$ cat config.mk
export PLATFORM = sky130hd
export DESIGN_NAME = ptc_queue
export DESIGN_NICKNAME = d
export VERILOG_FILES = /design/src/rtl/ptc_pkg.sv /design/src/rtl/ptc_queue.sv
export SDC_FILE = /design/constraint.sdc
export NUM_CORES = 1
export LEC_CHECK = 0
export BUFFER_PORTS_ARGS = -buffer_cell sky130_fd_sc_hd__buf_2
export CELL_PAD_IN_SITES_DETAIL_PLACEMENT = 1
export CELL_PAD_IN_SITES_GLOBAL_PLACEMENT = 2
export CORE_UTILIZATION = 37
export CTS_BUF_LIST = sky130_fd_sc_hd__clkbuf_16
export DETAILED_ROUTE_END_ITERATION = 16
export GPL_TIMING_DRIVEN = 0
export PLACE_DENSITY_LB_ADDON = 0.1
export RECOVER_POWER = 25
export SETUP_SLACK_MARGIN = 0.3
export SLEW_MARGIN = 25
export SYNTH_ARGS = -nofsm -noshare
export SYNTH_HDL_FRONTEND = slang
export SYNTH_SLANG_ARGS = --single-unit
$ cat constraint.sdc
create_clock -name clk -period 3.25 [get_ports clk]
set_clock_uncertainty 0.05 [all_clocks]
set_input_delay 0.325 -clock clk [delete_from_list [all_inputs] [get_ports clk]]
set_output_delay 0.325 -clock clk [all_outputs]
set_load 0.05 [all_outputs]
$ cat src/rtl/ptc_pkg.sv
// Shared types and codes for the prefix tree count engine.
// No dependencies.
package ptc_pkg;

	typedef enum logic [1:0] {
		OP_INSERT = 2'd0,
		OP_EXACT  = 2'd1,
		OP_PREFIX = 2'd2,
		OP_KTH    = 2'd3
	} opcode_t;

	typedef enum logic [2:0] {
		ST_OK       = 3'd0,
		ST_POOL     = 3'd1,
		ST_BAD_SYM  = 3'd2,
		ST_TOO_LONG = 3'd3,
		ST_RANK     = 3'd4
	} status_t;

	typedef enum logic [4:0] {
		B_CLEAR,
		B_IDLE,
		B_STEP,
		B_STEP_RD,
		B_END,
		B_CM_PATH,
		B_CM_RD,
		B_CM_WR,
		B_CM_ERD,
		B_CM_EWR,
		B_RES_RD,
		B_RES_GET,
		B_EMIT,
		K_TOT,
		K_TOT_CHK,
		K_END,
		K_END_CHK,
		K_SCAN,
		K_CHK,
		K_FINAL
	} back_state_t;

	// one classified word handed from front to back
	typedef struct packed {
		logic        kth;
		opcode_t     word_op;
		logic        has;
		logic        last;
		logic [7:0]  sym;
		logic        bad;
		logic [15:0] rank;
	} item_cmd_t;

	typedef struct packed {
		logic clearing;
	} back_stat_t;

endpackage

$ cat src/rtl/ptc_queue.sv
// Two-entry queue of classified words between front and back.
// Depends on ptc_pkg.
module ptc_queue (
	input  logic               clk,
	input  logic               arst_n,
	input  logic               push,
	output logic               push_ready,
	input  ptc_pkg::item_cmd_t push_cmd,
	input  logic               pop,
	output logic               pop_valid,
	output ptc_pkg::item_cmd_t pop_cmd
);
	ptc_pkg::item_cmd_t slot_q [2];
	logic               wr_q;
	logic               rd_q;
	logic [1:0]         fill_q;

	assign push_ready = fill_q != 2'd2;
	assign pop_valid  = fill_q != 2'd0;
	assign pop_cmd    = slot_q[rd_q];

	always_ff @(posedge clk) begin
		if (push && push_ready) begin
			slot_q[wr_q] <= push_cmd;
		end
	end

	always_ff @(posedge clk or negedge arst_n) begin
		if (!arst_n) begin
			wr_q   <= 1'b0;
			rd_q   <= 1'b0;
			fill_q <= 2'd0;
		end else begin
			if (push && push_ready) begin
				wr_q <= !wr_q;
			end
			if (pop && pop_valid) begin
				rd_q <= !rd_q;
			end
			fill_q <= fill_q + 2'(push && push_ready) - 2'(pop && pop_valid);
		end
	end
endmodule

==> results of run 1 <==
[cells in the final DEF, fill, tap and decap left out, drive strengths merged]
cell	count
buf	61
edfxtp	60
mux2	30
clkbuf	17
dfrtp	4
xnor2	3
clkinv	3
inv	3
nor2	3
nand2	2
nand2b	1
and2b	1
o21ba	1
nand3	1
o21ai	1
and4bb	1
a311oi	1
and3	1
or2	1
ha	1
bufinv	1
dlygate4sd3	1
[registers in the layout, summed over array words and instances (netlist names)]
| signal | count |
|---|---|
| rd_q | 1 |
| wr_q | 1 |
| fill_q | 2 |
| slot_q | 60 |
[through the flow]
stage	setup slack, ns	area [µm²]
2_1_floorplan	0.444	2390
3_3_place_gp	0.0869	2810
3_5_place_dp	1.48	2840
4_1_cts	1.28	3130
5_1_grt	1.24	3120
6_report	1.32	3120
[per-layer routing]
metal	up-vias	track usage [%]	wire, µm
li1	608	-	-
met1	625	15.6	1700
met2	43	23.7	2190
met3	9	4.84	282
met4	0	9.47	85
met5	-	0	0
[logic make-up after synthesis]
group | share of synthesized area (%)
adders and majority gates | 0.524
and+or+nand+nor | 2.72
buffers and inverters | 0.628
muxes | 14.1
AOI/OAI and AO/OA | 1.26
xor gates and xnor gates | 1.10
DFF | 79.6
[how the worst max path moves through the flow]
| stage | end | slack, ns | cells after the start |
|---|---|---|---|
| finish | pop_cmd[0] | 1.32 | 3 |
| global route | pop_cmd[25] | 1.24 | 3 |
| CTS | pop_cmd[0] | 1.28 | 3 |
| detailed placement | slot_q[1][5] | 1.48 | 2 |
| global placement | slot_q[0][5] | 0.09 | 3 |
| floorplan | slot_q[0][0] | 0.44 | 3 |
[worst max-delay path: cells and delay by family, from the launching register on]
family / cells / cell delay [ns]
buffers and inverters: 2 / 0.49
DFF: 1 / 0.37
muxes: 1 / 0.38
[Yosys cell counts]
master / n / area [µm²]
and2b_2: 1 / 8.76
nand2_1: 2 / 7.51
a311oi_2: 1 / 15.0
nor2_1: 3 / 11.3
nand3_1: 1 / 5.00
nand2b_1: 1 / 6.26
o21ai_0: 1 / 5.00
and4bb_1: 1 / 12.5
buf_2: 3 / 15.0
or2_2: 1 / 6.26
and3_2: 1 / 7.51
xnor2_1: 3 / 26.3
dfrtp_1: 4 / 100
o21ba_2: 1 / 10.0
ha_1: 1 / 12.5
mux2_2: 30 / 338
edfxtp_1: 60 / 1800
[power groups by stage]
stage	Combinational [µW]	Sequential [µW]	Clock, µW
3_3_place_gp	1350	1210	0
3_5_place_dp	1390	1220	0
6_report	1370	1200	888
2_1_floorplan	1090	1200	0
5_1_grt	1450	1230	943
4_1_cts	1400	1210	910
[area by class of cell]
cell class	count	area share (%)
buffer	3	0.481
clock buffer	9	7.21
clock inverter	7	1.80
multi-input combinational	48	15.3
sequential	64	60.9
tap	75	3.00
timing repair buffer	67	11.3
==> flow_summary_export.csv, run 1 <==
group,metric,value,unit
run_status,status,"completed",
setup_path,timing.rr.start,"fill_q[0]",
layout,diodes,0,
power,ir_drop,0.696,mV
power,power_switching,1350,µW
setup_path,cp-end-kind,"output pin",
global_route,grt.total_usage,14.3,%
global_route,antenna_found_initial,0,
layout,area_delta_synth_final,30.8,%
global_route,overflow,0,
floorplan,fp.dieH,82.3,µm
setup_path,critical-path-max-stage-delay,0.38,ns
setup_path,cp.arrival,1.56,ns
cts,ctsResizeCount,0,
placement,routabilityCongestion,0.600,
cts,worstSkewPairLatency,0.31,ns
cts,cts_tree,"yes",
route,drc_errors,0,
power,p_int,2110,µW
cts,cts_buffers,9,
flow_run,cap_violations,0,
worst_hold_path,hold_depth,1,
route,drt_wl_total,4.27,mm
worst_hold_path,min_to,"slot_q[1][21]",
setup_path,cp-startpoint,"rd_q",
yosys,ys_types,17,
layout,final_cells,273,
sta,post-route-period-util,59.4,%
global_route,grt_first_pass_wirelength,6.60,mm
floorplan,ios,66,
global_route,grt_start_max_net_pins,31,
yosys,syn_inst,115,
setup_path,worstPathMaxFanout,10,
sta,setup_violations,0,
layout,drive_gt1_share,55.6,%
cts,htreeDepth,3,
setup_path,critical_path_class,"register to output pin",
cts,clockBufferDepth,2,
setup_path,crit_chain,"buf_2 -> mux2_2 -> buf_2",
worst_hold_path,hold_path_startpoint,"push_cmd[21]",
power,seqPwrFrac,34.7,%
power,p_sw_share,39.0,%
layout,seq_area,1900,µm²
sta,drv_slew,0,
setup_path,rr_worst_depth,2,
layout,fin_nets,228,
cts,cts.sinks,64,
setup_path,reg2reg_slack,1.51,ns
layout,nFillCells,595,
worst_hold_path,hp-class,"primary input to register",
sta,tns,0,ns
route,vias,1285,
yosys,syn_area,2390,µm²
sta,holdWs,0.144,ns
floorplan,start_util,39.4,%
sta,tightest_slew,0.731,ns
sta,grt_setup_unrepaired,"no",
cts,clk_pin_slew,0.05,ns
route,antenna_left,0,
cts,ctsHoldBuffers,1,
power,totalPowerFinal,3460,µW
setup_path,critPathSlowestCell,"mux2_2",
cts,clock-root-buffer,"clkbuf_16",
route,firstDrtPassIters,4,
route,wire_per_inst,15.6,µm
power,powerDensity,1110,nW/µm²
yosys,ys_warn_count,0,
setup_path,timing.critical_path.mode_cell,"buf_2",
floorplan,die_w,82.3,µm
sta,slew_headroom,51.3,%
power,power_leakage,0.00119,µW
sta,finalHoldViolCount,0,
floorplan,dieArea,6780,µm²
setup_path,required,2.87,ns
power,power_frac_comb,39.6,%
setup_path,cp-start-kind,"register",
route,drt_iter0_drc,51,
floorplan,placementRows,28,
route,avgViaCountPerCell,4.71,
sta,max_freq,518,MHz
yosys,synth-seq-cells,64,
sta,fin_crit,1.93,ns
placement,io_buffers,65,
layout,multi_input_area,479,µm²
placement,dp_hpwl,2.90,mm
cts,postCtsSetupBuffers,0,
yosys,ys_seq_area_share,79.6,%
global_route,grt_pass1_vias,1345,
yosys,postSynthNetCount,150,
setup_path,rr_endpoint,"slot_q[1][28]",
power,power.share.clock,25.6,%
yosys,syn_area_per_cell,20.8,µm²
placement,dpl.cell_count,256,
floorplan,core,6060,µm²
layout,final_util,51.5,%
Power figures use the tool's default switching activity.
==> run 2: changes to the inputs <==
--- a/config.mk
+++ b/config.mk
@@ -8,7 +8,7 @@
 export BUFFER_PORTS_ARGS = -buffer_cell sky130_fd_sc_hd__buf_2
 export CELL_PAD_IN_SITES_DETAIL_PLACEMENT = 1
 export CELL_PAD_IN_SITES_GLOBAL_PLACEMENT = 2
-export CORE_UTILIZATION = 37
+export CORE_UTILIZATION = 33
 export CTS_BUF_LIST = sky130_fd_sc_hd__clkbuf_16
 export DETAILED_ROUTE_END_ITERATION = 16
 export GPL_TIMING_DRIVEN = 0
==> constraint.sdc (replaced) <==
create_clock -name clk -period 1.6 [get_ports clk]
set_clock_uncertainty 0.05 [all_clocks]
set_input_delay 0.16 -clock clk [delete_from_list [all_inputs] [get_ports clk]]
set_output_delay 0.16 -clock clk [all_outputs]
set_load 0.05 [all_outputs]
==> run 2 against run 1 <==
  * The flow now finishes with violations (setup timing)
  * Routed wire length grew 37%
  * Global-route usage is 2.4 points higher
  * Non-clock buffer count grew 45
  * First-iteration DRC count is 29% higher
  * Sequential power grew 110%
  * Power increased by 140%
  * Clock power rose by 88%
  * Combinational power rose to 3.1 times the previous value
  * Via count rose by 19%
  * Die area increased by 12%
==> flow_summary_export.csv, run 2 (synthesized netlist as in run 1, its figures left out) <==
group,metric,value,unit
run_status,status,"complete, but fails checks",
run_status,violations,"setup timing",
route,vias,1529,
setup_path,rr_worst_depth,4,
flow_run,cap_violations,0,
sta,finalHoldViolCount,0,
sta,post-route-period-util,106,%
layout,fin_nets,276,
sta,setup_violations,29,
worst_hold_path,hp-class,"primary input to register",
sta,holdWs,0.113,ns
cts,cts.sinks,64,
layout,nFillCells,675,
layout,area_delta_synth_final,66.3,%
setup_path,cp.arrival,1.49,ns
global_route,overflow,0,
route,drt_wl_total,5.86,mm
global_route,grt_first_pass_wirelength,8.80,mm
cts,clockBufferDepth,2,
floorplan,die_w,87.1,µm
sta,fin_crit,1.70,ns
floorplan,fp.dieH,87.1,µm
layout,largest_register_ffs,60,
power,power_leakage,0.00152,µW
route,firstDrtPassIters,3,
layout,diodes,0,
layout,top_register,"slot_q",
route,wire_per_inst,17.2,µm
sta,max_freq,590,MHz
setup_path,critical-path-max-stage-delay,0.41,ns
cts,clock-root-buffer,"clkbuf_16",
route,drt_iter0_drc,66,
floorplan,placementRows,30,
power,totalPowerFinal,8430,µW
route,antenna_left,0,
placement,dp_hpwl,2.81,mm
setup_path,cp-start-kind,"register",
layout,drive_gt1_share,56.7,%
global_route,grt_pass1_vias,1748,
power,powerDensity,2120,nW/µm²
placement,io_buffers,65,
setup_path,critPathSlowestCell,"dfrtp_2",
route,drc_errors,0,
placement,routabilityCongestion,0.598,
floorplan,ios,66,
layout,post-route-cell-area,3970,µm²
setup_path,critical_path_class,"register to output pin",
placement,dpl.cell_count,276,
global_route,antenna_found_initial,0,
layout,final_common_cell,"edfxtp_1",
setup_path,timing.critical_path.mode_cell,"buf_12",
setup_path,cp-end-kind,"output pin",
sta,tightest_slew,0.335,ns
cts,clk_pin_slew,0.05,ns
sta,slew_headroom,77.4,%
cts,worstSkewPairLatency,0.32,ns
placement,pre_cts_ws,-0.299,ns
worst_hold_path,hold_depth,3,
sta,grt_setup_unrepaired,"yes",
placement,dpl_cell_area,2860,µm²
global_route,grt.total_usage,16.7,%
floorplan,start_util,34.6,%
floorplan,core,6910,µm²
layout,final_cell_mix,"edfxtp_1, buf_6, dlygate4sd3_1, mux2_2, buf_2",
cts,cts_tree,"yes",
layout,final_cells,341,
sta,drv_slew,0,
setup_path,worstPathMaxFanout,10,
setup_path,crit_chain,"buf_12 -> buf_12 -> mux2_2 -> buf_6",
global_route,grt_start_max_net_pins,16,
route,avgViaCountPerCell,4.48,
cts,cts_buffers,9,
floorplan,dieArea,7580,µm²
sta,timing.final.ws_setup,-0.0955,ns
power,ir_drop,1.17,mV
setup_path,required,1.39,ns
cts,htreeDepth,3,
layout,reg_top3,"slot_q x60, fill_q x2",
==> run 2: changes by cell type in the layout (fill, tap and decap cells not counted), sizes merged, moves of 2 or more <==
cell / delta
inv: -2
clkbuf: -3
and3: +2
dlygate4sd3: +30
buf: +18
==> run 2: repair_timing <==
item	CTS	global route
setup endpoints to repair	94	86
hold buffers	31	0
endpoints found under the hold margin	64	0
gates resized for setup	95	8
cloned	5	0
setup buffers	12	2
pin swaps	9	5
==> run 2: report_power, final <==
group	total (µW)	leakage, µW	internal [µW]	switching (µW)
clock	1670	0.000127	1010	656
combinational	4270	0.000791	1920	2350
sequential	2490	0.000601	2310	181
total	8430	0.00152	5250	3180
==> run 2: critical path: cells and delay by family, from the launching register on <==
kind	cells	cell delay, ns
DFF	1	0.41
buffers and inverters	3	0.40
muxes	1	0.35
==> run 2: final cells by class <==
type | count | area [µm²] | share of cell area (%)
clock buffers | 9 | 225 | 5.67
multi-input cells | 51 | 587 | 14.8
clock inverters | 6 | 28.8 | 0.725
well taps | 96 | 120 | 3.02
plain buffers | 3 | 46.3 | 1.17
flip-flops and latches | 64 | 1910 | 48.0
repair buffers | 112 | 1060 | 26.6
==> run 2: through the flow <==
step	utilization, %	setup TNS, ns
floorplan	-	-3.18
global placement	41.4	-11.07
detailed placement	41.4	-14.92
CTS	56.7	-2.11
global route	57.5	-3.54
finish	57.5	-2.27
==> run 2: final timing paths <==
| check | endpoint | startpoint | slack (ns) |
|---|---|---|---|
| max in group asynchronous | fill_q[1] | arst_n | 1.07 |
| min in group asynchronous | wr_q | arst_n | 0.18 |
| worst min-delay path | rd_q | pop | 0.11 |
| worst min register to register | wr_q | wr_q | 0.58 |
| worst max-delay path | pop_cmd[2] | rd_q | -0.1 |
| worst max register to register | fill_q[1] | fill_q[1] | 0.16 |
==> run 2: metal layers <==
layer	global-route usage, %	vias up	share of wire, %
li1	-	709	-
met1	18.0	775	39
met2	30.5	39	56
met3	4.45	6	3.4
met4	7.27	0	1.5
met5	0	-	0
