<file path="src/rtl/ptc_pkg.sv">
// Shared types and codes for the prefix tree count engine.
// No dependencies.
package ptc_pkg;

	typedef enum logic [1:0] {
		OP_INSERT = 2'd0,
		OP_EXACT  = 2'd1,
		OP_PREFIX = 2'd2,
		OP_KTH    = 2'd3
	} opcode_t;

	typedef enum logic [2:0] {
		ST_OK       = 3'd0,
		ST_POOL     = 3'd1,
		ST_BAD_SYM  = 3'd2,
		ST_TOO_LONG = 3'd3,
		ST_RANK     = 3'd4
	} status_t;

	typedef enum logic [4:0] {
		B_CLEAR,
		B_IDLE,
		B_STEP,
		B_STEP_RD,
		B_END,
		B_CM_PATH,
		B_CM_RD,
		B_CM_WR,
		B_CM_ERD,
		B_CM_EWR,
		B_RES_RD,
		B_RES_GET,
		B_EMIT,
		K_TOT,
		K_TOT_CHK,
		K_END,
		K_END_CHK,
		K_SCAN,
		K_CHK,
		K_FINAL
	} back_state_t;

	// one classified word handed from front to back
	typedef struct packed {
		logic        kth;
		opcode_t     word_op;
		logic        has;
		logic        last;
		logic [7:0]  sym;
		logic        bad;
		logic [15:0] rank;
	} item_cmd_t;

	typedef struct packed {
		logic clearing;
	} back_stat_t;

endpackage

</file>
<file path="src/rtl/ptc_front.sv">
// Front end: takes input words, tracks word boundaries, maps characters to symbols.
// Depends on ptc_pkg.
module ptc_front #(
	parameter int ALPHABET = 26
) (
	input  logic                  clk,
	input  logic                  arst_n,
	input  logic                  cfg_we,
	input  logic [7:0]            cfg_wdata,
	input  logic                  s_tvalid,
	output logic                  s_tready,
	input  logic [31:0]           s_tdata,
	input  logic                  s_tuser,
	input  logic                  s_tlast,
	input  logic                  q_ready,
	output logic                  q_push,
	output ptc_pkg::item_cmd_t    q_cmd,
	input  ptc_pkg::back_stat_t   stat,
	output logic [7:0]            offset
);
	logic                 in_word_q;
	ptc_pkg::opcode_t     op_q;
	logic [7:0]           offset_q;
	ptc_pkg::opcode_t     op_in;
	logic                 acc;

	assign op_in    = ptc_pkg::opcode_t'(s_tdata[1:0]);
	assign s_tready = q_ready && !stat.clearing;
	assign acc      = s_tvalid && s_tready;
	assign q_push   = acc;
	assign offset   = offset_q;

	always_comb begin
		q_cmd.kth     = !in_word_q && (op_in == ptc_pkg::OP_KTH);
		q_cmd.word_op = in_word_q ? op_q : op_in;
		q_cmd.has     = s_tuser;
		q_cmd.last    = s_tlast;
		q_cmd.sym     = s_tdata[9:2] - offset_q;
		q_cmd.bad     = {1'b0, q_cmd.sym} >= 9'(ALPHABET);
		q_cmd.rank    = s_tdata[25:10];
	end

	always_ff @(posedge clk or negedge arst_n) begin
		if (!arst_n) begin
			in_word_q <= 1'b0;
			op_q      <= ptc_pkg::OP_INSERT;
			offset_q  <= 8'd97;
		end else begin
			if (cfg_we) begin
				offset_q <= cfg_wdata;
			end
			if (acc && !q_cmd.kth) begin
				in_word_q <= !s_tlast;
				op_q      <= q_cmd.word_op;
			end
		end
	end
endmodule

</file>
<file path="config.mk">
export PLATFORM = sky130hd
export DESIGN_NAME = ptc_front
export DESIGN_NICKNAME = d
export VERILOG_FILES = /design/src/rtl/ptc_pkg.sv /design/src/rtl/ptc_front.sv
export SDC_FILE = /design/constraint.sdc
export NUM_CORES = 1
export LEC_CHECK = 0
export ABC_CLOCK_PERIOD_IN_PS = 2300
export BUFFER_PORTS_ARGS = -buffer_cell sky130_fd_sc_hd__buf_2
export CAP_MARGIN = 0
export CORE_ASPECT_RATIO = 0.6
export CORE_MARGIN = 1.5
export CORE_UTILIZATION = 34
export DETAILED_ROUTE_END_ITERATION = 16
export PLACE_DENSITY_LB_ADDON = 0.08
export SLEW_MARGIN = 20
export SYNTH_ARGS = -nofsm -noshare
export SYNTH_HDL_FRONTEND = slang
export SYNTH_SLANG_ARGS = --single-unit
export TNS_END_PERCENT = 5
</file>
<file path="constraint.sdc">
create_clock -name clk -period 2.3 [get_ports clk]
set_clock_uncertainty 0.2 [all_clocks]
set_input_delay 0.46 -clock clk [delete_from_list [all_inputs] [get_ports clk]]
set_output_delay 0.46 -clock clk [all_outputs]
set_load 0.01 [all_outputs]
</file>
==> summary.txt, run 1 <==
CTS
  – CTS tree: built
  – Worst-skew pair later-pin latency: 0.24 ns
  – Clock buffer depth: 2
  – H-tree depth: 1
  – Root buf cell: clkbuf_8
  – CTS buffer count: 3
  – Clk slew on worst S/H paths: approximately 0.050 ns
  – Clk sink count: 11
  – Post-CTS Repair Setup Buffers: 0

Power and ir drop
  – Sw power: a little under 0.3 mW
  – Pint: 0.558 mW
  – Switch share: between 30% and 40%
  – Max IR drop VDD: between 0.3 and 0.4 mV
  – Combinational power share: between 40 and 50%
  – Leak: around 0.69 nW
  – Sequential share of power: roughly 30%
  – Share of power burned in the clock network: 23.0%
  – Pwr/cell area: roughly 640 mW/mm^2

Setup path
  – Crit path largest cell delay: 0.54 ns
  – Crit-path most repeated cell: o21a_1
  – CP arrival: approximately 2.2 ns
  – Startpoint Class: flop
  – CP Data Required Time: roughly 1.6 ns
  – Crit-path cells: ha_1 -> inv_1 -> fa_2 -> nand3_2 -> a21boi_1 -> o21a_1 -> o21a_1 -> o2111ai_2 -> buf_2
  – Worst path slowest cell: dfstp_2
  – Top delay family on crit path: compound AO/OA/AOI/OAI gates
  – CP Class: reg2out
  – Crit path capture type: primary output
  – Largest fanout on the critical path: 2
  – Critical path buffers and inverters: 2

Synthesis
  – Synth unique cells: 35
  – Syn Area/Cell: approximately 9.2 um^2
  – Syn Std Cell Area: around 990 um^2
  – Sequential area share after synthesis: between 20% and 30%
  – Synthesis-stage register bit count: 11
  – Synth Warn #: 0
  – Post-synth top flop: dfrtp_1
  – Syn nets: between 150 and 200
  – Mapped Cells: between 100 and 150
  – Post-synth EDFFs: 0
  – Ys async rst share: 100%

Global routing
  – First-pass GRT wire length: approximately 3900 um
  – Met2 GRT Util: roughly a quarter
  – All-Layer GR Usage: between 10% and 20%
  – Antenna violations before repair: 0
  – Gr busiest metal: met2
  – Total grt overflow: 0
  – Vias in the first global route: between 800 and 900
  – Grt met3 use: between 6 and 7%
  – M1 GR Usage: 20.5%
  – Largest net degree at the start of global routing: 15

Run status
  – Failing checks: negative setup slack
  – Status: finished, violations left

Placement
  – Post-DP HPWL: 2100 um
  – Final Wtd Congestion: a little under 0.8
  – Port Buffer Count: 47
  – DP Worst Slack: -0.407 ns

Final layout
  – Finished Core Util: about half
  – Nets: ~210
  – Leading cell type in the layout, fill and taps excluded: buf_2
  – Layout cells sized above 1: approximately half
  – Most frequent cells in the layout: buf_2 (46), buf_4 (15), inv_1 (13)
  – Layout overhead on the synthesized area: 34.7%
  – Inserted Diodes: 0

STA
  – Worst relative slew slack: 77.5%
  – RSZ-0062 raised after global routing: yes
  – Setup Viol. Count Final: 8
  – Final worst-path setup slack: -0.572 ns
  – Setup_tns: -2.06 ns
  – Peak Freq: around 0.35 GHz
  – Hold Slack: 0.197 ns
  – Worst slew pin tran: 0.336 ns
  – Final period utilization: 125%
  – Min Tclk post-route: between 2 and 3 ns
  – Fin. Hold Viols: 0
  – Fin. max-slew vios: 0

Floorplan
  – I/O pins: around 90
  – Die Height: 44.8 um
  – Core Area: approximately 0.0026 mm^2
  – Starting Density: 37.6%
  – Die area: roughly 0.0033 mm^2
  – Die span in x: about 73 um
  – Cell Rows: 14

Run
  – Max-cap violations: 0

Route
  – Via count: between 800 and 900
  – Routed vias/inst: roughly 4.8
  – Post-route DRC violation count: 0
  – Final WL: 2470 um
  – Pre-antenna DRT Iters: 3
  – DR WL/cell: roughly 13 um
  – Antenna viol nets, final: 0
  – Initial DRC Count: 29

Worst hold path
  – Worst hold path type: in2reg
## final timing paths
kind                       startpoint   endpoint  slack (ns)  depth (start not counted)
max in group asynchronous      arst_n  offset[5]        1.20                          2
setup reg to reg            in_word_q    op_q[0]        0.73                          3
min in group asynchronous      arst_n    op_q[1]        0.43                          2
setup / recovery            offset[0]  q_cmd[16]       -0.57                          9
hold / removal                s_tlast  in_word_q        0.20                          2
hold reg to reg               op_q[1]    op_q[1]        0.28                          1
## logic make-up after synthesis
logic type               after synthesis  share of synthesized area (%)
adder cells (fa/ha/maj)                9                           12.2
multiplexers                           7                           7.85
AO/OA/AOI/OAI                         21                           14.1
XOR/XNOR                               5                           7.09
buffers and inverters                 32                           19.0
flip-flops                            11                           28.2
AND/OR/NAND/NOR                       23                           11.6
## per-layer routing
| layer | vias to the layer above | wire length (um) |
|---|---|---|
| li1 | 434 | - |
| met1 | 407 | 1140 |
| met2 | 39 | 1020 |
| met3 | 16 | 248 |
| met4 | 0 | 68 |
| met5 | - | 0 |
## per-stage QoR
| step | std cells | cell area (um^2) | total power, mW |
|---|---|---|---|
| 4_1_cts | 187 | 1320 | 0.860 |
| 3_5_place_dp | 182 | 1250 | 0.653 |
| 3_3_place_gp | 182 | 1250 | 0.641 |
| 2_1_floorplan | 108 | 1010 | 0.514 |
| 6_report | 187 | 1330 | 0.855 |
| 5_1_grt | 187 | 1330 | 0.924 |
## Yosys cell counts, drive strengths merged, types with 2 or more instances
cell type,number,share of area (%)
a21oi,4,2.0
o21a,2,1.5
mux2,6,6.8
buf,18,14
xnor2,2,3.7
nor2,3,1.1
xor2,3,3.4
inv,13,4.9
dfrtp,8,20
o21ai,8,4.1
nand2,9,3.4
nand3,2,1.0
dfstp,3,8.0
nor2b,2,1.3
ha,8,10
## layout make-up
class,instances,area (um^2)
clock buffer,4,45.0
inverter,13,48.8
multi-input combinational,65,566
tap,32,40.0
sequential,11,279
fill,261,1300
timing repair buffer,62,353
## power groups by stage
stage | Combinational [mW] | Sequential (mW) | Clock, mW
floorplan | 0.254 | 0.259 | 0
global placement | 0.386 | 0.255 | 0
detailed placement | 0.395 | 0.257 | 0
CTS | 0.404 | 0.254 | 0.201
global route | 0.452 | 0.259 | 0.213
finish | 0.405 | 0.254 | 0.196
## state kept, by name, indices dropped and copies added, names as in the netlist
name / count
offset: 8
in_word_q: 1
op_q: 2
## timing repair
action	4_1_cts	5_1_grt
endpoints found under the setup margin	8	8
endpoints found under the hold margin	8	0
hold buffers	1	0
pin swaps	2	0
resized for setup	2	2
Note: power is estimated with default switching activity, not from simulation.
==> run 2, diff against run 1 <==
--- a/config.mk
+++ b/config.mk
@@ -13,6 +13,7 @@
 export CORE_UTILIZATION = 34
 export DETAILED_ROUTE_END_ITERATION = 16
 export PLACE_DENSITY_LB_ADDON = 0.08
+export REMOVE_ABC_BUFFERS = 1
 export SLEW_MARGIN = 20
 export SYNTH_ARGS = -nofsm -noshare
 export SYNTH_HDL_FRONTEND = slang
==> run 2 against run 1 <==
Effect of this change:
- the run still ends with negative setup slack left
- sequential cell count is the same
- count of clock-buffer cells in the layout is the same
- global-route usage up 0.082 points
- setup slack better by 0.055 ns
- sequential power is essentially flat
- non-clock buffer count is 1 lower
- wire length up 2.4%
- critical endpoint unchanged
- clock power decreased by 3%
- hold slack better by 0.015 ns
- cell count down 0.53%
- first-iteration DRC count down 52%
- die area unchanged
==> summary.txt, run 2 (same netlist as run 1, synthesis figures left out) <==
Power and ir drop
  – Pwr/cell area: 634 mW/mm^2
  – Max IR drop VDD: 0.398 mV
  – Leak: 0.683 nW

Global routing
  – Vias in the first global route: around 860
  – Largest net degree at the start of global routing: 15
  – Total grt overflow: 0
  – Antenna violations before repair: 0
  – First-pass GRT wire length: a little under 4000 um
  – All-Layer GR Usage: between 10% and 20%

CTS
  – Clock buffer depth: 2
  – Root buf cell: clkbuf_8
  – Clk slew on worst S/H paths: approximately 0.05 ns
  – CTS buffer count: 3
  – Clk sink count: 11
  – H-tree depth: 1
  – Worst-skew pair later-pin latency: between 0.2 and 0.25 ns
  – CTS tree: built

Final layout
  – Inserted Diodes: 0
  – Layout overhead on the synthesized area: 36.1%
  – Post-route cell area: about 0.0013 mm^2
  – Max reg flops: 8
  – Leading cell type in the layout, fill and taps excluded: buf_2
  – Nets: around 210
  – Layout cells sized above 1: roughly 55%
  – Most frequent cells in the layout: buf_2 (47), buf_4 (13), inv_1 (10)

Worst hold path
  – Worst hold path type: in2reg
  – Hold Crit Endpoint: in_word_q
  – Hold Crit Start: s_tlast
  – Hold path cells: 2

Route
  – Initial DRC Count: 14
  – Pre-antenna DRT Iters: 4
  – Routed vias/inst: between 4 and 5
  – Post-route DRC violation count: 0
  – Antenna viol nets, final: 0
  – DR WL/cell: 13.6 um
  – Via count: just under 900
  – Final WL: between 2000 and 3000 um

STA
  – RSZ-0062 raised after global routing: yes
  – Setup Viol. Count Final: 7
  – Min Tclk post-route: around 2.8 ns
  – Setup_tns: -1.73 ns
  – Final period utilization: 122%
  – Final worst-path setup slack: -0.517 ns
  – Worst slew pin tran: around 0.32 ns
  – Fin. Hold Viols: 0
  – Fin. max-slew vios: 0
  – Peak Freq: approximately 0.36 GHz
  – Worst relative slew slack: 78.8%

Placement
  – Final Wtd Congestion: 0.795
  – Placed cell area: 0.00122 mm^2
  – Port Buffer Count: 47
  – Post-DP HPWL: 2100 um

Setup path
  – Crit-path most repeated cell: o21a_1
  – Crit path capture type: primary output
  – Critical path buffers and inverters: 2
  – Top delay family on crit path: compound AO/OA/AOI/OAI gates
  – Reg2Reg Launch Point: in_word_q
  – CP Data Required Time: between 1.5 and 2 ns
  – CP arrival: 2.16 ns
  – Crit path largest cell delay: 0.55 ns
  – Startpoint Class: flop
  – R2R depth: 3
  – Stages on worst setup path: 9
  – R2R Setup Slk: 0.76 ns
  – Crit-path cells: ha_4 -> inv_2 -> fa_2 -> nand3_2 -> a21boi_2 -> o21a_1 -> o21a_1 -> o2111ai_2 -> buf_2
  – Reg-to-reg critical path endpoint: op_q[1]
  – Worst path slowest cell: dfstp_2
  – CP Class: reg2out
  – Largest fanout on the critical path: 2

Floorplan
  – Die area: around 0.0033 mm^2
  – Die span in x: roughly 73 um
  – Starting Density: a little under two fifths
  – Cell Rows: 14
  – I/O pins: between 80 and 90
  – Core Area: between 0.002 and 0.003 mm^2
  – Die Height: ~45 um

Run
  – Max-cap violations: 0

Run status
  – Status: finished, violations left
  – Failing checks: negative setup slack
-- run 2: cell types whose count changed in the layout (fill, tap and decap cells not counted), sizes merged --
cell | before | now
buf | 61 | 60
-- run 2: how the worst max path moves through the flow --
stage | from | end | slack, ns
detailed placement | s_tdata[2] | q_cmd[16] | -0.43
floorplan | offset[0] | q_cmd[16] | -0.26
finish | offset[0] | q_cmd[16] | -0.52
CTS | offset[0] | q_cmd[16] | -0.53
global placement | s_tdata[2] | q_cmd[16] | -0.42
global route | offset[0] | q_cmd[16] | -0.60
-- run 2: through the flow --
stage / instances / util, % / setup WS [ns] / hold slack, ns / power [mW]
finish: 186 / 51.2 / -0.517 / 0.212 / 0.853
global route: 186 / 51.2 / -0.597 / 0.235 / 0.922
CTS: 186 / 50.8 / -0.526 / 0.213 / 0.853
detailed placement: 181 / 46.5 / -0.426 / 0.141 / 0.639
global placement: 181 / 46.5 / -0.423 / 0.138 / 0.628
floorplan: 89 / - / -0.264 / -0.0356 / 0.469
-- run 2: worst register-to-register path, delay by kind of cell, from the launching register on --
kind,cells,cell delay [ns]
mux,1,0.34
flops,1,0.42
simple gates,2,0.46
-- run 2: timing repair --
action                                  CTS  global route
hold buffers                              1             0
buffers inserted                          0             0
hold endpoints to repair                  8             0
gates resized for setup                  11             2
pin swaps                                11             4
endpoints found under the setup margin    7             8
-- run 2: where the power goes --
group | internal (mW) | switching, mW
Combinational | 0.204 | 0.202
Clock | 0.121 | 0.0696
Sequential | 0.232 | 0.0237
-- run 2: layout make-up --
type,instances,area [um^2]
fill,258,1280
tap,32,40.0
sequential,11,279
multi-input combinational,65,589
clock buffer,4,45.0
inverter,13,48.8
timing repair buffer,61,343
-- run 2: routing by layer --
layer | part of all wire, % | GRT usage (%) | vias up
met2 | 40 | 23.5 | 57
met3 | 13 | 10.5 | 4
li1 | - | - | 433
met5 | 0 | 6.35 | -
met4 | 0.36 | 1.13 | 0
met1 | 46 | 20.7 | 383
==> run 3, diff against run 2 <==
--- a/config.mk
+++ b/config.mk
@@ -5,12 +5,12 @@
 export SDC_FILE = /design/constraint.sdc
 export NUM_CORES = 1
 export LEC_CHECK = 0
-export ABC_CLOCK_PERIOD_IN_PS = 2300
+export ABC_CLOCK_PERIOD_IN_PS = 3300
 export BUFFER_PORTS_ARGS = -buffer_cell sky130_fd_sc_hd__buf_2
 export CAP_MARGIN = 0
 export CORE_ASPECT_RATIO = 0.6
 export CORE_MARGIN = 1.5
-export CORE_UTILIZATION = 34
+export CORE_UTILIZATION = 40
 export DETAILED_ROUTE_END_ITERATION = 16
 export PLACE_DENSITY_LB_ADDON = 0.08
 export REMOVE_ABC_BUFFERS = 1
==> constraint.sdc (replaced) <==
create_clock -name clk -period 3.3 [get_ports clk]
set_clock_uncertainty 0.2 [all_clocks]
set_input_delay 0.66 -clock clk [delete_from_list [all_inputs] [get_ports clk]]
set_output_delay 0.66 -clock clk [all_outputs]
set_load 0.01 [all_outputs]
==> run 3 against run 2 <==
Effect of this change:
- the flow now finishes without violations
- sequential power is 31% lower
- register-to-register slack gained 1.0 ns
- global-route usage about the same
- hold slack got worse by 0.13 ns
- critical path depth is 2 higher
- utilization increased by 0.82 points
- wire length fell by 9.9%
- cell count is 8.6% lower
- via count decreased by 8.2%
- total power shrank 36%
- clock power is 30% lower
- critical endpoint unchanged
- largest cell class unchanged
- largest power group unchanged
- highest routed layer is now met3
==> summary.txt, run 3 (same netlist as run 1, synthesis figures left out) <==
Final layout
  – Nets: between 150 and 200
  – FF/Latch Area: approximately 280 um^2
  – Max reg flops: 8
  – Layout overhead on the synthesized area: 18.1%
  – Most frequent cells in the layout: buf_2 (47), inv_1 (13), nand2_1 (9)
  – Fill cells: 220
  – Multi-input gate area: ~520 um^2
  – Leading cell type in the layout, fill and taps excluded: buf_2
  – Post-route cell area: roughly 0.0012 mm^2
  – Inserted Diodes: 0
  – Layout cells sized above 1: 42.1%

Setup path
  – Reg2Reg Launch Point: in_word_q
  – Startpoint Class: input port
  – Largest fanout on the critical path: 2
  – Crit path capture type: primary output
  – Worst Setup SP: s_tdata[2]
  – CP Data Required Time: roughly 2.4 ns
  – CP Class: in2out
  – CP arrival: about 2.3 ns

Run
  – Max-cap violations: 0

STA
  – Min Tclk post-route: roughly 3.1 ns
  – Setup_tns: 0 ns
  – Final period utilization: 95.3%
  – Setup Viol. Count Final: 0
  – RSZ-0062 raised after global routing: no
  – Fin. max-slew vios: 0
  – Worst relative slew slack: 77.6%
  – Worst slew pin tran: 0.336 ns
  – Peak Freq: between 0.3 and 0.4 GHz
  – Fin. Hold Viols: 0

CTS
  – H-tree depth: 1
  – Post-CTS Hold Buffers: 0
  – Cts repair resizes: 0
  – CTS buffer count: 3
  – Root buf cell: clkbuf_8
  – Clk slew on worst S/H paths: 0.05 ns
  – Clk sink count: 11
  – CTS tree: built
  – Worst-skew pair later-pin latency: about 0.24 ns
  – Post-CTS Repair Setup Buffers: 0
  – Clock buffer depth: 2

Global routing
  – All-Layer GR Usage: about 16%
  – Vias in the first global route: 712
  – Total grt overflow: 0
  – First-pass GRT wire length: between 3000 and 4000 um
  – Antenna violations before repair: 0
  – Largest net degree at the start of global routing: 15

Route
  – Post-route DRC violation count: 0
  – Initial DRC Count: 18
  – Antenna viol nets, final: 0
  – Routed vias/inst: 4.74
  – Wl on met1: 1150 um
  – DR top layer: met3
  – Final WL: roughly 2300 um
  – Via count: approximately 810
  – Met3 routed WL: between 300 and 400 um
  – Pre-antenna DRT Iters: 4
  – DR WL/cell: approximately 13 um
  – Met2 WL: slightly above 800 um

Run status
  – Status: complete, no violations

Power and ir drop
  – Pwr/cell area: approximately 470 mW/mm^2
  – Leak: between 0.6 and 0.7 nW
  – Max IR drop VDD: 0.262 mV

Floorplan
  – Cell Rows: 13
  – Core Area: between 0.002 and 0.0025 mm^2
  – I/O pins: 88
  – Die span in x: around 67 um
  – Starting Density: approximately 44%
  – Die area: 0.00279 mm^2
  – Die Height: roughly 42 um

Placement
  – Post-DP HPWL: between 1500 and 2000 um
  – Port Buffer Count: between 40 and 50
  – Placed cell area: 0.00112 mm^2
  – Final Wtd Congestion: 0.669

Worst hold path
  – Worst hold path type: in2async
## run 3: worst max-delay path, cell delays in order
cell and delay (ns):
buf_2 0.09, inv_1 0.06, ha_1 0.13, inv_1 0.04, fa_1 0.40, nand3_1 0.10
a21boi_1 0.08, o21a_1 0.19, o21a_1 0.18, o2111ai_1 0.18, buf_2 0.16
## run 3: area by class of cell
class / count / area share, %
Inverter: 13 / 4.18
Clock buffer: 4 / 3.86
Tap cell: 30 / 3.22
Sequential cell: 11 / 23.9
Multi-Input combinational cell: 65 / 44.7
Timing Repair Buffer: 47 / 20.2
## run 3: through the flow
step                      total power [mW]  hold WS [ns]  setup slack, ns  std cells  util, %
after floorplan                      0.327         0.164            0.395         89        -
after global placement               0.410         0.268            0.154        166     50.0
after detailed placement             0.418         0.288            0.170        166     50.0
after CTS                            0.552        0.0844            0.147        170     52.0
after global routing                 0.585        0.0941           0.0355        170     52.0
final                                0.546        0.0779            0.154        170     52.0
## run 3: worst paths after layout
kind | endpoint | slack, ns | cells past startpoint
worst max-delay path | q_cmd[16] | 0.15 | 11
worst max register to register | op_q[1] | 1.76 | 3
worst min register to register | op_q[0] | 0.29 | 1
min in group clk | op_q[0] | 0.29 | 1
worst min-delay path | op_q[0] | 0.08 | 1
max in group asynchronous | offset[6] | 2.56 | 1
## run 3: layer usage
layer  vias to the layer above  track usage, %
met5                         -            8.33
met4                         0            1.22
met3                         0            13.3
met2                        49            18.4
met1                       346            22.9
li1                        410               -
## run 3: report_power, final
| group | internal [mW] | switching (mW) | total, mW |
|---|---|---|---|
| registers | 0.162 | 0.0154 | 0.177 |
| logic | 0.112 | 0.123 | 0.235 |
| clock network | 0.0847 | 0.0490 | 0.134 |
| total | 0.358 | 0.187 | 0.546 |
